**config.mk**
```make
export PLATFORM = sky130hd
export DESIGN_NAME = averaged_target_deadband_steer_flat
export DESIGN_NICKNAME = d
export VERILOG_FILES = /design/src/rtl/core/atds_pkg.sv /design/src/rtl/core/atds_if.sv /design/src/rtl/core/atds_ctrl.sv /design/src/rtl/core/atds_dp.sv /design/src/rtl/core/averaged_target_deadband_steer.sv /design/src/flat_wrapper.sv
export SDC_FILE = /design/constraint.sdc
export NUM_CORES = 2
export LEC_CHECK = 0
export ABC_AREA = 1
export BUFFER_PORTS_ARGS = -buffer_cell sky130_fd_sc_hd__buf_2
export CAP_MARGIN = 10
export CORE_MARGIN = 2
export CORE_UTILIZATION = 57
export CTS_BUF_LIST = sky130_fd_sc_hd__clkbuf_16
export DETAILED_ROUTE_END_ITERATION = 16
export HOLD_SLACK_MARGIN = 0.06
export PLACE_DENSITY = 0.77
export SLEW_MARGIN = 40
export SYNTH_ARGS = -nofsm -noshare
export SYNTH_HDL_FRONTEND = slang
export SYNTH_SLANG_ARGS = --single-unit
```
**constraint.sdc**
```tcl
create_clock -name clk -period 6.24 [get_ports clk]
set_clock_uncertainty 0.2 [all_clocks]
set_input_delay 1.248 -clock clk [delete_from_list [all_inputs] [get_ports clk]]
set_output_delay 1.248 -clock clk [all_outputs]
set_load 0.01 [all_outputs]
```
**src/rtl/core/atds_pkg.sv**
```systemverilog
// Shared constants, types and register codes for the averaged target deadband steer block.
package atds_pkg;

  localparam int DEPTH  = 11;
  localparam int FLD_W  = 18;
  localparam int LIM_W  = 17;
  localparam int SPD_W  = 12;
  localparam int VEL_W  = 13;
  localparam int CIDX_W = 3;
  localparam int LANES  = 3;
  localparam int SLOT_W = (DEPTH > 1) ? $clog2(DEPTH) : 1;
  localparam int CNT_W  = $clog2(DEPTH + 1);
  localparam int SUM_W  = FLD_W + $clog2(DEPTH);
  localparam int STEP_W = $clog2(SUM_W + 1);
  localparam int FIX_W  = FLD_W + 1;

  localparam logic [LIM_W-1:0] FRONT_RST  = LIM_W'(5800);
  localparam logic [LIM_W-1:0] REAR_RST   = LIM_W'(4500);
  localparam logic [LIM_W-1:0] BAND_RST   = LIM_W'(100);
  localparam logic [LIM_W-1:0] STOP_RST   = LIM_W'(50);
  localparam logic [FLD_W-1:0] XOFF_RST   = FLD_W'(1500);
  localparam logic [FLD_W-1:0] ZOFF_RST   = FLD_W'(760);
  localparam logic [SPD_W-1:0] SPEED_RST  = SPD_W'(200);

  typedef enum logic [CIDX_W-1:0] {
    CFG_FRONT = 3'd0,
    CFG_REAR  = 3'd1,
    CFG_BAND  = 3'd2,
    CFG_STOP  = 3'd3,
    CFG_XOFF  = 3'd4,
    CFG_ZOFF  = 3'd5,
    CFG_SPEED = 3'd6
  } cfg_idx_t;

  typedef struct packed {
    logic load_in;
    logic read_old;
    logic update;
    logic div_load;
    logic div_step;
    logic decide;
  } cmd_t;

  typedef struct packed {
    logic out_free;
  } stat_t;

endpackage

```
**src/rtl/core/atds_if.sv**
```systemverilog
// Channel interfaces: camera point input, steer result output and configuration writes.
interface atds_point_if;
  logic                      valid;
  logic                      ready;
  logic signed [atds_pkg::FLD_W-1:0] cam_x;
  logic signed [atds_pkg::FLD_W-1:0] cam_y;
  logic signed [atds_pkg::FLD_W-1:0] cam_z;
  modport source (output valid, cam_x, cam_y, cam_z, input ready);
  modport sink (input valid, cam_x, cam_y, cam_z, output ready);
endinterface

interface atds_result_if;
  logic                      valid;
  logic                      ready;
  logic signed [atds_pkg::FLD_W-1:0] pos_x;
  logic signed [atds_pkg::FLD_W-1:0] pos_y;
  logic signed [atds_pkg::FLD_W-1:0] pos_z;
  logic signed [atds_pkg::VEL_W-1:0] vel_forward;
  logic signed [atds_pkg::VEL_W-1:0] vel_lateral;
  logic                      aligned;
  modport source (output valid, pos_x, pos_y, pos_z, vel_forward, vel_lateral, aligned,
                  input ready);
  modport sink (input valid, pos_x, pos_y, pos_z, vel_forward, vel_lateral, aligned,
                output ready);
endinterface

interface atds_cfg_if;
  logic                       valid;
  logic                       ready;
  logic [atds_pkg::CIDX_W-1:0] index;
  logic [atds_pkg::FLD_W-1:0]  data;
  modport source (output valid, index, data, input ready);
  modport sink (input valid, index, data, output ready);
endinterface

```
**src/rtl/core/atds_ctrl.sv**
```systemverilog
// Sequencer for window update, serial divide and deadband decision.
module atds_ctrl (
  input  logic            clk,
  input  logic            rst,
  input  logic            point_valid,
  output logic            point_ready,
  input  atds_pkg::stat_t stat,
  output atds_pkg::cmd_t  cmd
);
  import atds_pkg::*;

  typedef enum logic [5:0] {
    S_IDLE   = 6'b000001,
    S_READ   = 6'b000010,
    S_UPDATE = 6'b000100,
    S_LOAD   = 6'b001000,
    S_DIV    = 6'b010000,
    S_DECIDE = 6'b100000
  } state_t;

  state_t state, state_next;
  logic [STEP_W-1:0] step, step_next;

  always_comb begin
    state_next = state;
    step_next  = step;
    unique case (state)
      S_IDLE:   if (point_valid) state_next = S_READ;
      S_READ:   state_next = S_UPDATE;
      S_UPDATE: state_next = S_LOAD;
      S_LOAD: begin
        step_next  = '0;
        state_next = S_DIV;
      end
      S_DIV: begin
        step_next = step + STEP_W'(1);
        if (step == STEP_W'(SUM_W - 1)) state_next = S_DECIDE;
      end
      S_DECIDE: if (stat.out_free) state_next = S_IDLE;
      default:  state_next = S_IDLE;
    endcase
  end

  always_ff @(posedge clk) begin
    if (rst) begin
      state <= S_IDLE;
      step  <= '0;
    end else begin
      state <= state_next;
      step  <= step_next;
    end
  end

  assign point_ready  = (state == S_IDLE);
  assign cmd.load_in  = (state == S_IDLE) && point_valid;
  assign cmd.read_old = (state == S_READ);
  assign cmd.update   = (state == S_UPDATE);
  assign cmd.div_load = (state == S_LOAD);
  assign cmd.div_step = (state == S_DIV);
  assign cmd.decide   = (state == S_DECIDE) && stat.out_free;

endmodule

```
**src/rtl/core/atds_dp.sv**
```systemverilog
// Datapath: config registers, sample window, running sums, divider lanes and output register.
module atds_dp (
  input  logic                              clk,
  input  logic                              rst,
  input  logic signed [atds_pkg::FLD_W-1:0] cam_x,
  input  logic signed [atds_pkg::FLD_W-1:0] cam_y,
  input  logic signed [atds_pkg::FLD_W-1:0] cam_z,
  input  atds_pkg::cmd_t                    cmd,
  output atds_pkg::stat_t                   stat,
  atds_cfg_if.sink                          cfg,
  atds_result_if.source                     result
);
  import atds_pkg::*;

  logic [LIM_W-1:0] front_limit, rear_limit, lateral_band, stop_band;
  logic [FLD_W-1:0] x_offset, z_offset;
  logic [SPD_W-1:0] speed;

  logic [LANES*FLD_W-1:0] window [DEPTH];
  logic [LANES*FLD_W-1:0] new_word, old_word;

  logic signed [SUM_W-1:0] sum [LANES];
  logic [SUM_W-1:0]        dq  [LANES];
  logic [CNT_W-1:0]        rem [LANES];
  logic                    neg [LANES];
  logic signed [FLD_W-1:0] avg [LANES];

  logic [CNT_W-1:0]  fill_count;
  logic [SLOT_W-1:0] oldest_slot, slot;
  logic              full;

  logic signed [VEL_W-1:0] held_forward, held_lateral, fwd_next, lat_next;
  logic signed [FIX_W-1:0] fx, fz, front_s, rear_s, band_s, stop_s;
  logic signed [VEL_W-1:0] spd_s;
  logic                    fwd_mid, stop_zone;

  assign cfg.ready = 1'b1;

  always_ff @(posedge clk) begin
    if (rst) begin
      front_limit  <= FRONT_RST;
      rear_limit   <= REAR_RST;
      lateral_band <= BAND_RST;
      stop_band    <= STOP_RST;
      x_offset     <= XOFF_RST;
      z_offset     <= ZOFF_RST;
      speed        <= SPEED_RST;
    end else if (cfg.valid) begin
      unique case (cfg.index)
        CFG_FRONT: front_limit  <= cfg.data[LIM_W-1:0];
        CFG_REAR:  rear_limit   <= cfg.data[LIM_W-1:0];
        CFG_BAND:  lateral_band <= cfg.data[LIM_W-1:0];
        CFG_STOP:  stop_band    <= cfg.data[LIM_W-1:0];
        CFG_XOFF:  x_offset     <= cfg.data;
        CFG_ZOFF:  z_offset     <= cfg.data;
        CFG_SPEED: speed        <= cfg.data[SPD_W-1:0];
        default: ;
      endcase
    end
  end

  assign full = (fill_count == CNT_W'(DEPTH));
  assign slot = full ? oldest_slot : fill_count[SLOT_W-1:0];

  always_ff @(posedge clk) begin
    if (cmd.load_in) new_word <= {cam_x, cam_y, cam_z};
    if (cmd.read_old) old_word <= window[slot];
    if (cmd.update) window[slot] <= new_word;
  end

  always_ff @(posedge clk) begin
    if (rst) begin
      fill_count  <= '0;
      oldest_slot <= '0;
      for (int i = 0; i < LANES; i++) sum[i] <= '0;
    end else if (cmd.update) begin
      for (int i = 0; i < LANES; i++) begin
        sum[i] <= sum[i]
                + SUM_W'($signed(new_word[(LANES-1-i)*FLD_W +: FLD_W]))
                - (full ? SUM_W'($signed(old_word[(LANES-1-i)*FLD_W +: FLD_W])) : '0);
      end
      if (full) begin
        oldest_slot <= (oldest_slot == SLOT_W'(DEPTH - 1)) ? '0 : oldest_slot + SLOT_W'(1);
      end else begin
        fill_count <= fill_count + CNT_W'(1);
      end
    end
  end

  always_ff @(posedge clk) begin
    for (int i = 0; i < LANES; i++) begin
      logic [CNT_W:0] rem_sh;
      rem_sh = {rem[i], dq[i][SUM_W-1]};
      if (cmd.div_load) begin
        neg[i] <= sum[i][SUM_W-1];
        dq[i]  <= sum[i][SUM_W-1] ? SUM_W'(-sum[i]) : SUM_W'(sum[i]);
        rem[i] <= '0;
      end else if (cmd.div_step) begin
        if (rem_sh >= {1'b0, fill_count}) begin
          rem[i] <= CNT_W'(rem_sh - {1'b0, fill_count});
          dq[i]  <= {dq[i][SUM_W-2:0], 1'b1};
        end else begin
          rem[i] <= rem_sh[CNT_W-1:0];
          dq[i]  <= {dq[i][SUM_W-2:0], 1'b0};
        end
      end
    end
  end

  always_comb begin
    for (int i = 0; i < LANES; i++) begin
      avg[i] = neg[i] ? FLD_W'(-dq[i]) : FLD_W'(dq[i]);
    end
  end

  assign fx      = FIX_W'(avg[0]) - FIX_W'($signed(x_offset));
  assign fz      = FIX_W'(avg[2]) - FIX_W'($signed(z_offset));
  assign front_s = $signed(FIX_W'(front_limit));
  assign rear_s  = $signed(FIX_W'(rear_limit));
  assign band_s  = $signed(FIX_W'(lateral_band));
  assign stop_s  = $signed(FIX_W'(stop_band));
  assign spd_s   = $signed(VEL_W'(speed));

  assign fwd_mid   = (fx > rear_s) && (fx < front_s);
  assign stop_zone = fwd_mid && (fz > -stop_s) && (fz < stop_s);

  always_comb begin
    fwd_next = held_forward;
    lat_next = held_lateral;
    if (fx > front_s) fwd_next = spd_s;
    if (fx < rear_s) fwd_next = -spd_s;
    if (fz > band_s) lat_next = -spd_s;
    if (fz < -band_s) lat_next = spd_s;
    if ((fz > -band_s) && (fz < band_s)) lat_next = '0;
    if (fwd_mid) fwd_next = '0;
    if (stop_zone) lat_next = '0;
  end

  function automatic logic signed [FLD_W-1:0] sat(input logic signed [FIX_W-1:0] v);
    logic signed [FLD_W-1:0] r;
    if (v[FIX_W-1] == v[FIX_W-2]) r = v[FLD_W-1:0];
    else if (v[FIX_W-1]) r = {1'b1, {(FLD_W-1){1'b0}}};
    else r = {1'b0, {(FLD_W-1){1'b1}}};
    return r;
  endfunction

  assign stat.out_free = !result.valid || result.ready;

  always_ff @(posedge clk) begin
    if (rst) begin
      result.valid <= 1'b0;
      held_forward <= '0;
      held_lateral <= '0;
    end else if (cmd.decide) begin
      result.valid <= 1'b1;
      held_forward <= fwd_next;
      held_lateral <= lat_next;
    end else if (result.ready) begin
      result.valid <= 1'b0;
    end
  end

  always_ff @(posedge clk) begin
    if (cmd.decide) begin
      result.pos_x       <= sat(fx);
      result.pos_y       <= avg[1];
      result.pos_z       <= sat(fz);
      result.vel_forward <= fwd_next;
      result.vel_lateral <= lat_next;
      result.aligned     <= stop_zone;
    end
  end

endmodule

```
**src/rtl/core/averaged_target_deadband_steer.sv**
```systemverilog
// Top level of the averaged target deadband steer block.
//   channel  dir  handshake      payload
//   point    in   valid/ready    cam_x, cam_y, cam_z
//   result   out  valid/ready    pos_x, pos_y, pos_z, vel_forward, vel_lateral, aligned
//   cfg      in   valid/ready    index, data (ready always high)
// After a point transfers, a result goes valid after window read, sum update,
// divider load, one quotient bit per cycle over the 22 bit sum, then the decision.
// The next point transfers only once the previous one has passed the decision.
// Reset restores register defaults and empties the window; no clearing pass.
// A new point is taken while a result waits; the decision holds until the output
// register frees up.
module averaged_target_deadband_steer (
  input  logic         clk,
  input  logic         rst,
  atds_point_if.sink   point,
  atds_result_if.source result,
  atds_cfg_if.sink     cfg
);
  import atds_pkg::*;

  cmd_t  cmd;
  stat_t stat;

  atds_ctrl u_ctrl (
    .clk         (clk),
    .rst         (rst),
    .point_valid (point.valid),
    .point_ready (point.ready),
    .stat        (stat),
    .cmd         (cmd)
  );

  atds_dp u_dp (
    .clk    (clk),
    .rst    (rst),
    .cam_x  (point.cam_x),
    .cam_y  (point.cam_y),
    .cam_z  (point.cam_z),
    .cmd    (cmd),
    .stat   (stat),
    .cfg    (cfg),
    .result (result)
  );

endmodule

```
**src/flat_wrapper.sv**
```systemverilog
// flat-port wrapper written by rule: the top's interface ports become plain ports
module averaged_target_deadband_steer_flat import atds_pkg::*;
  (clk, rst, point_valid, point_cam_x, point_cam_y, point_cam_z, point_ready, result_valid, result_pos_x, result_pos_y, result_pos_z, result_vel_forward, result_vel_lateral, result_aligned, result_ready, cfg_valid, cfg_index, cfg_data, cfg_ready);
  atds_point_if point_i ();
  atds_result_if result_i ();
  atds_cfg_if cfg_i ();
  input  logic clk;
  input  logic rst;
  input wire logic [$bits(point_i.valid)-1:0] point_valid;
  input wire logic [$bits(point_i.cam_x)-1:0] point_cam_x;
  input wire logic [$bits(point_i.cam_y)-1:0] point_cam_y;
  input wire logic [$bits(point_i.cam_z)-1:0] point_cam_z;
  output wire logic [$bits(point_i.ready)-1:0] point_ready;
  output wire logic [$bits(result_i.valid)-1:0] result_valid;
  output wire logic [$bits(result_i.pos_x)-1:0] result_pos_x;
  output wire logic [$bits(result_i.pos_y)-1:0] result_pos_y;
  output wire logic [$bits(result_i.pos_z)-1:0] result_pos_z;
  output wire logic [$bits(result_i.vel_forward)-1:0] result_vel_forward;
  output wire logic [$bits(result_i.vel_lateral)-1:0] result_vel_lateral;
  output wire logic [$bits(result_i.aligned)-1:0] result_aligned;
  input wire logic [$bits(result_i.ready)-1:0] result_ready;
  input wire logic [$bits(cfg_i.valid)-1:0] cfg_valid;
  input wire logic [$bits(cfg_i.index)-1:0] cfg_index;
  input wire logic [$bits(cfg_i.data)-1:0] cfg_data;
  output wire logic [$bits(cfg_i.ready)-1:0] cfg_ready;
  assign point_i.valid = point_valid;
  assign point_i.cam_x = point_cam_x;
  assign point_i.cam_y = point_cam_y;
  assign point_i.cam_z = point_cam_z;
  assign point_ready = point_i.ready;
  assign result_valid = result_i.valid;
  assign result_pos_x = result_i.pos_x;
  assign result_pos_y = result_i.pos_y;
  assign result_pos_z = result_i.pos_z;
  assign result_vel_forward = result_i.vel_forward;
  assign result_vel_lateral = result_i.vel_lateral;
  assign result_aligned = result_i.aligned;
  assign result_i.ready = result_ready;
  assign cfg_i.valid = cfg_valid;
  assign cfg_i.index = cfg_index;
  assign cfg_i.data = cfg_data;
  assign cfg_ready = cfg_i.ready;
  averaged_target_deadband_steer u_core (.clk(clk), .rst(rst), .point(point_i), .result(result_i), .cfg(cfg_i));
endmodule
```
==> results_tabular.tex <==
\begin{tabular}{lr}
\hline
Metric & Value \\
\hline
\multicolumn{2}{l}{\textbf{Setup path}} \\
\quad Master of the slowest instance on the critical path & sky130\_fd\_sc\_hd\_\_xor2\_1 \\
\quad Gate family responsible for the most delay along the worst path & simple AND/OR/NAND/NOR gates \\
\quad Worst Setup Start Kind & flip-flop \\
\quad Maximum single-stage delay on the critical path & between 400 and 500 ps \\
\quad Data arrival time at the worst-slack endpoint & 5940 ps \\
\quad Biggest fanout along the worst timing path & 15 \\
\quad CP Capture Type & flip-flop \\
\quad CP Class & reg -> reg \\
\quad Worst Path Buf+Inv & 5 \\
\quad Worst EP required & between 6000 and 7000 ps \\
\multicolumn{2}{l}{\textbf{STA}} \\
\quad Worst hold margin & around 260 ps \\
\quad Worst slew pin tran & roughly 860 ps \\
\quad Post-route minimum period & between 5000 and 6000 ps \\
\quad Headroom to the max-slew limit & between 40\% and 50\% \\
\quad Unrepaired setup endpoints after global routing & false \\
\quad Max-slew violation count & 0 \\
\quad Number of setup violations in the final report & 0 \\
\quad Final TNS setup & 0 ps \\
\quad Maximum clock frequency & 176 MHz \\
\quad Share of the clock period used by the worst path & 91.1\% \\
\quad Endpoints failing hold & 0 \\
\multicolumn{2}{l}{\textbf{Placed design}} \\
\quad Inst Count DP & roughly 6400 \\
\quad Instance area at placement & between 50000 and 60000 µm² \\
\quad Final weighted congestion in routability-driven placement & 0.921 \\
\quad Port bufs & 162 \\
\quad Detailed placer's ending HPWL & 86500 µm \\
\multicolumn{2}{l}{\textbf{GRT}} \\
\quad Vias in the first global route & about 37000 \\
\quad Leftover overflow at the end of global routing & 0 \\
\quad First-pass GRT wire length & 209000 µm \\
\quad Total GRT Usage & roughly 28\% \\
\quad Maximum number of pins on one net before global-route repair & 163 \\
\quad Initial antenna violation count & 0 \\
\multicolumn{2}{l}{\textbf{Power}} \\
\quad Static leakage power & approximately 24 nW \\
\quad Maximum VDD drop & around 0.24 mV \\
\quad Cell Pwr Density & about 320 nW/µm² \\
\quad Overall power after layout & between 15 and 20 mW \\
\multicolumn{2}{l}{\textbf{Cells and area}} \\
\quad Final-layout fill cell count & about 7200 \\
\quad Antenna Diode Count & 0 \\
\quad Layout Area Growth over Synthesis & 10.8\% \\
\quad Fraction of layout instances using a drive strength above 1 & 9.42\% \\
\quad Number of cells in the finished layout apart from fillers & 6617 \\
\quad Count of nets after finishing & $\sim$5700 \\
\quad Fin area & $\sim$59000 µm² \\
\multicolumn{2}{l}{\textbf{Synthesis}} \\
\quad Number of enable-type register cells in the synthesized netlist & 930 \\
\quad Most common flop cell mapped by yosys & sky130\_fd\_sc\_hd\_\_edfxtp\_1 \\
\quad Count of different cell masters after synthesis & 56 \\
\quad Synth warnings & 0 \\
\quad Post-Syn Area & 53600 µm² \\
\quad Main area contributors after synthesis & sky130\_fd\_sc\_hd\_\_edfxtp\_1 52\%, sky130\_fd\_sc\_hd\_\_dfxtp\_1 6.0\%, sky130\_fd\_sc\_hd\_\_nand2\_1 5.8\% \\
\quad Net Count, Synth & between 5000 and 6000 \\
\quad Cell taking the most area after synthesis & sky130\_fd\_sc\_hd\_\_edfxtp\_1 \\
\quad Post-synthesis simple-gate area fraction & about an eighth \\
\quad Mapped Avg Cell Area & approximately 10 µm² \\
\quad Fraction of registers with async set or reset after synthesis & 0\% \\
\quad Share of synthesized area occupied by flip-flops and latches & around 58\% \\
\quad Dominant combinational cell family by area after synthesis & simple AND/OR/NAND/NOR gates \\
\quad Arithmetic-cell share of the synthesized area counting full adders, half adders and majority gates & under 10\% \\
\quad Post-synth top area share & between 50\% and 60\% \\
\quad Compound-gate portion of the synthesized area & around an eighth \\
\quad Xor-xnor portion of the synthesized cell area & 2.70\% \\
\quad Most frequent cell after synthesis & sky130\_fd\_sc\_hd\_\_edfxtp\_1 \\
\quad Flip-flop and latch count after synthesis & 1092 \\
\quad Synth top cells by count & 930 x sky130\_fd\_sc\_hd\_\_edfxtp\_1, 830 x sky130\_fd\_sc\_hd\_\_nand2\_1, 719 x sky130\_fd\_sc\_hd\_\_inv\_1, 440 x sky130\_fd\_sc\_hd\_\_a21oi\_1, 299 x sky130\_fd\_sc\_hd\_\_nor2\_1 \\
\quad Number of standard cells after synthesis & 5119 \\
\quad Multiplexer share of the synthesized area & 0\% \\
\multicolumn{2}{l}{\textbf{Route}} \\
\quad Drt drc & 0 \\
\quad Post-route antenna net violation count & 0 \\
\quad Iter 0 DRT Violations & 4200 \\
\quad Routed via count & roughly 38000 \\
\quad Wire length reported by the detailed router & 135000 µm \\
\quad First drt pass iteration count & 8 \\
\quad Average wire per standard cell & just over 20 µm \\
\quad Average vias per placed instance & around 5.8 \\
\multicolumn{2}{l}{\textbf{Clock network}} \\
\quad Worst-case clock buffer depth & 3 \\
\quad Buffer type at the clock tree root & sky130\_fd\_sc\_hd\_\_clkbuf\_16 \\
\quad Skew-Pair Late Insertion Delay & roughly 700 ps \\
\quad Number of levels the H-tree was split into & 3 \\
\quad Num CTS Buffers & 110 \\
\quad Clock input transition at the sequential cells of the worst setup and hold paths & 70 ps \\
\quad TritonCTS clock tree & built \\
\quad Clk sink count & around 1100 \\
\multicolumn{2}{l}{\textbf{Die}} \\
\quad FP Rows & $\sim$110 \\
\quad Y dimension of the die & slightly above 300 µm \\
\quad Total Die Area & between 90000 and 100000 µm² \\
\quad Core ar. & around 93000 µm² \\
\quad Width of the die & 311 µm \\
\quad Num ports & 164 \\
\quad Initial cell density of the core & about 57\% \\
\multicolumn{2}{l}{\textbf{Flow run}} \\
\quad Max capacitance violation total & 0 \\
\multicolumn{2}{l}{\textbf{Outcome}} \\
\quad Outcome & completed \\
\multicolumn{2}{l}{\textbf{Hold path}} \\
\quad Class of the tightest hold or removal check & reg -> reg \\
\hline
\end{tabular}
## routing by layer
metal  vias to the layer above  wire, µm  global-route usage [%]
met2                      1804     63800                    45.3
li1                      18100         -                       -
met5                         -         0                       0
met3                       294     11200                    3.90
met1                     18200     54900                    37.1
met4                         0      4580                    11.1
## cell type report
class                           count  area [µm²]  area share, %
Multi-Input combinational cell   3123       19100           32.2
Clock inverter                     84         563          0.947
Clock buffer                      113        2830           4.76
Inverter                          733        2760           4.65
Sequential cell                  1092       31200           52.5
Timing Repair Buffer              218        1390           2.34
Tap cell                         1254        1570           2.64
## stage by stage
step           utilization (%)  worst slack, ps
2_1_floorplan                -             5.34
3_3_place_gp              59.8              623
3_5_place_dp              59.9              415
4_1_cts                   63.5              378
5_1_grt                   63.7             28.8
6_report                  63.7              554
## flip-flops by register name (all words and copies together), names as in the netlist, 5 cells and up
register / count
u_core.u_dp.stop_band: 17
u_core.u_dp.z_offset: 18
u_core.u_dp.speed: 12
u_core.u_dp.result.pos_y: 18
u_core.u_dp.result.pos_x: 18
u_core.u_dp.held_lateral: 13
u_core.u_ctrl.state: 6
u_core.u_dp.dq: 66
u_core.u_dp.result.pos_z: 18
u_core.u_dp.result.vel_forward: 13
u_core.u_dp.lateral_band: 17
u_core.u_dp.old_word: 54
u_core.u_dp.sum: 66
u_core.u_dp.rem: 12
u_core.u_dp.front_limit: 17
u_core.u_dp.window: 594
u_core.u_dp.new_word: 54
u_core.u_dp.rear_limit: 17
u_core.u_ctrl.step: 5
u_core.u_dp.held_forward: 13
u_core.u_dp.result.vel_lateral: 13
u_core.u_dp.x_offset: 18
## report_power, final
group	total [mW]	internal [mW]	switching, mW
clock	6.22	3.47	2.75
sequential	8.95	8.55	0.394
combinational	3.55	1.23	2.32
total	18.7	13.2	5.47
## layout by cell type, fill, tap and decap left out, types with 18 or more instances in the layout
| master | count |
|---|---|
| sky130_fd_sc_hd__fa_1 | 68 |
| sky130_fd_sc_hd__buf_4 | 39 |
| sky130_fd_sc_hd__edfxtp_1 | 930 |
| sky130_fd_sc_hd__or3_1 | 55 |
| sky130_fd_sc_hd__nand2_1 | 826 |
| sky130_fd_sc_hd__dfxtp_1 | 162 |
| sky130_fd_sc_hd__inv_1 | 742 |
| sky130_fd_sc_hd__nand4_1 | 54 |
| sky130_fd_sc_hd__or2_2 | 38 |
| sky130_fd_sc_hd__clkbuf_16 | 114 |
| sky130_fd_sc_hd__a31oi_1 | 77 |
| sky130_fd_sc_hd__a21oi_1 | 439 |
| sky130_fd_sc_hd__a22oi_1 | 211 |
| sky130_fd_sc_hd__clkinv_1 | 27 |
| sky130_fd_sc_hd__nor3_1 | 51 |
| sky130_fd_sc_hd__clkinv_2 | 18 |
| sky130_fd_sc_hd__nor2_1 | 286 |
| sky130_fd_sc_hd__xor2_1 | 127 |
| sky130_fd_sc_hd__xnor2_1 | 37 |
| sky130_fd_sc_hd__ha_1 | 235 |
| sky130_fd_sc_hd__nand3_1 | 145 |
| sky130_fd_sc_hd__o211ai_1 | 45 |
| sky130_fd_sc_hd__o21ai_0 | 261 |
| sky130_fd_sc_hd__buf_2 | 162 |
## kinds of logic after synthesis
family	count (synthesis)
adders and majority gates	303
DFF	1092
and+or+nand+nor	1538
xor gates and xnor gates	165
AOI/OAI and AO/OA	1116
buffers and inverters	904
other	1
## worst min-delay path: cells and delay by family, from the launching register on
kind	cells	cell delay, ps
compound gates	1	60
buf+inv	1	60
flops	1	300
## final timing paths
kind                            cells past startpoint  slack [ps]                      from                                 to
worst max-delay path                               30         550      u_core.u_dp.dq[2][0]  u_core.u_dp.result.vel_lateral[9]
worst min-delay path                                2         260  u_core.u_dp.x_offset[12]           u_core.u_dp.x_offset[12]
worst max register to register                     30         550      u_core.u_dp.dq[2][0]  u_core.u_dp.result.vel_lateral[9]
worst min register to register                      2         260  u_core.u_dp.x_offset[12]           u_core.u_dp.x_offset[12]
## repair_timing
| item | 4_1_cts | 5_1_grt |
|---|---|---|
| hold buffers | 0 | 0 |
| buffers inserted | 0 | 1 |
| resized for setup | 0 | 8 |
| endpoints found under the setup margin | 0 | 52 |
Power figures use the tool's default switching activity.
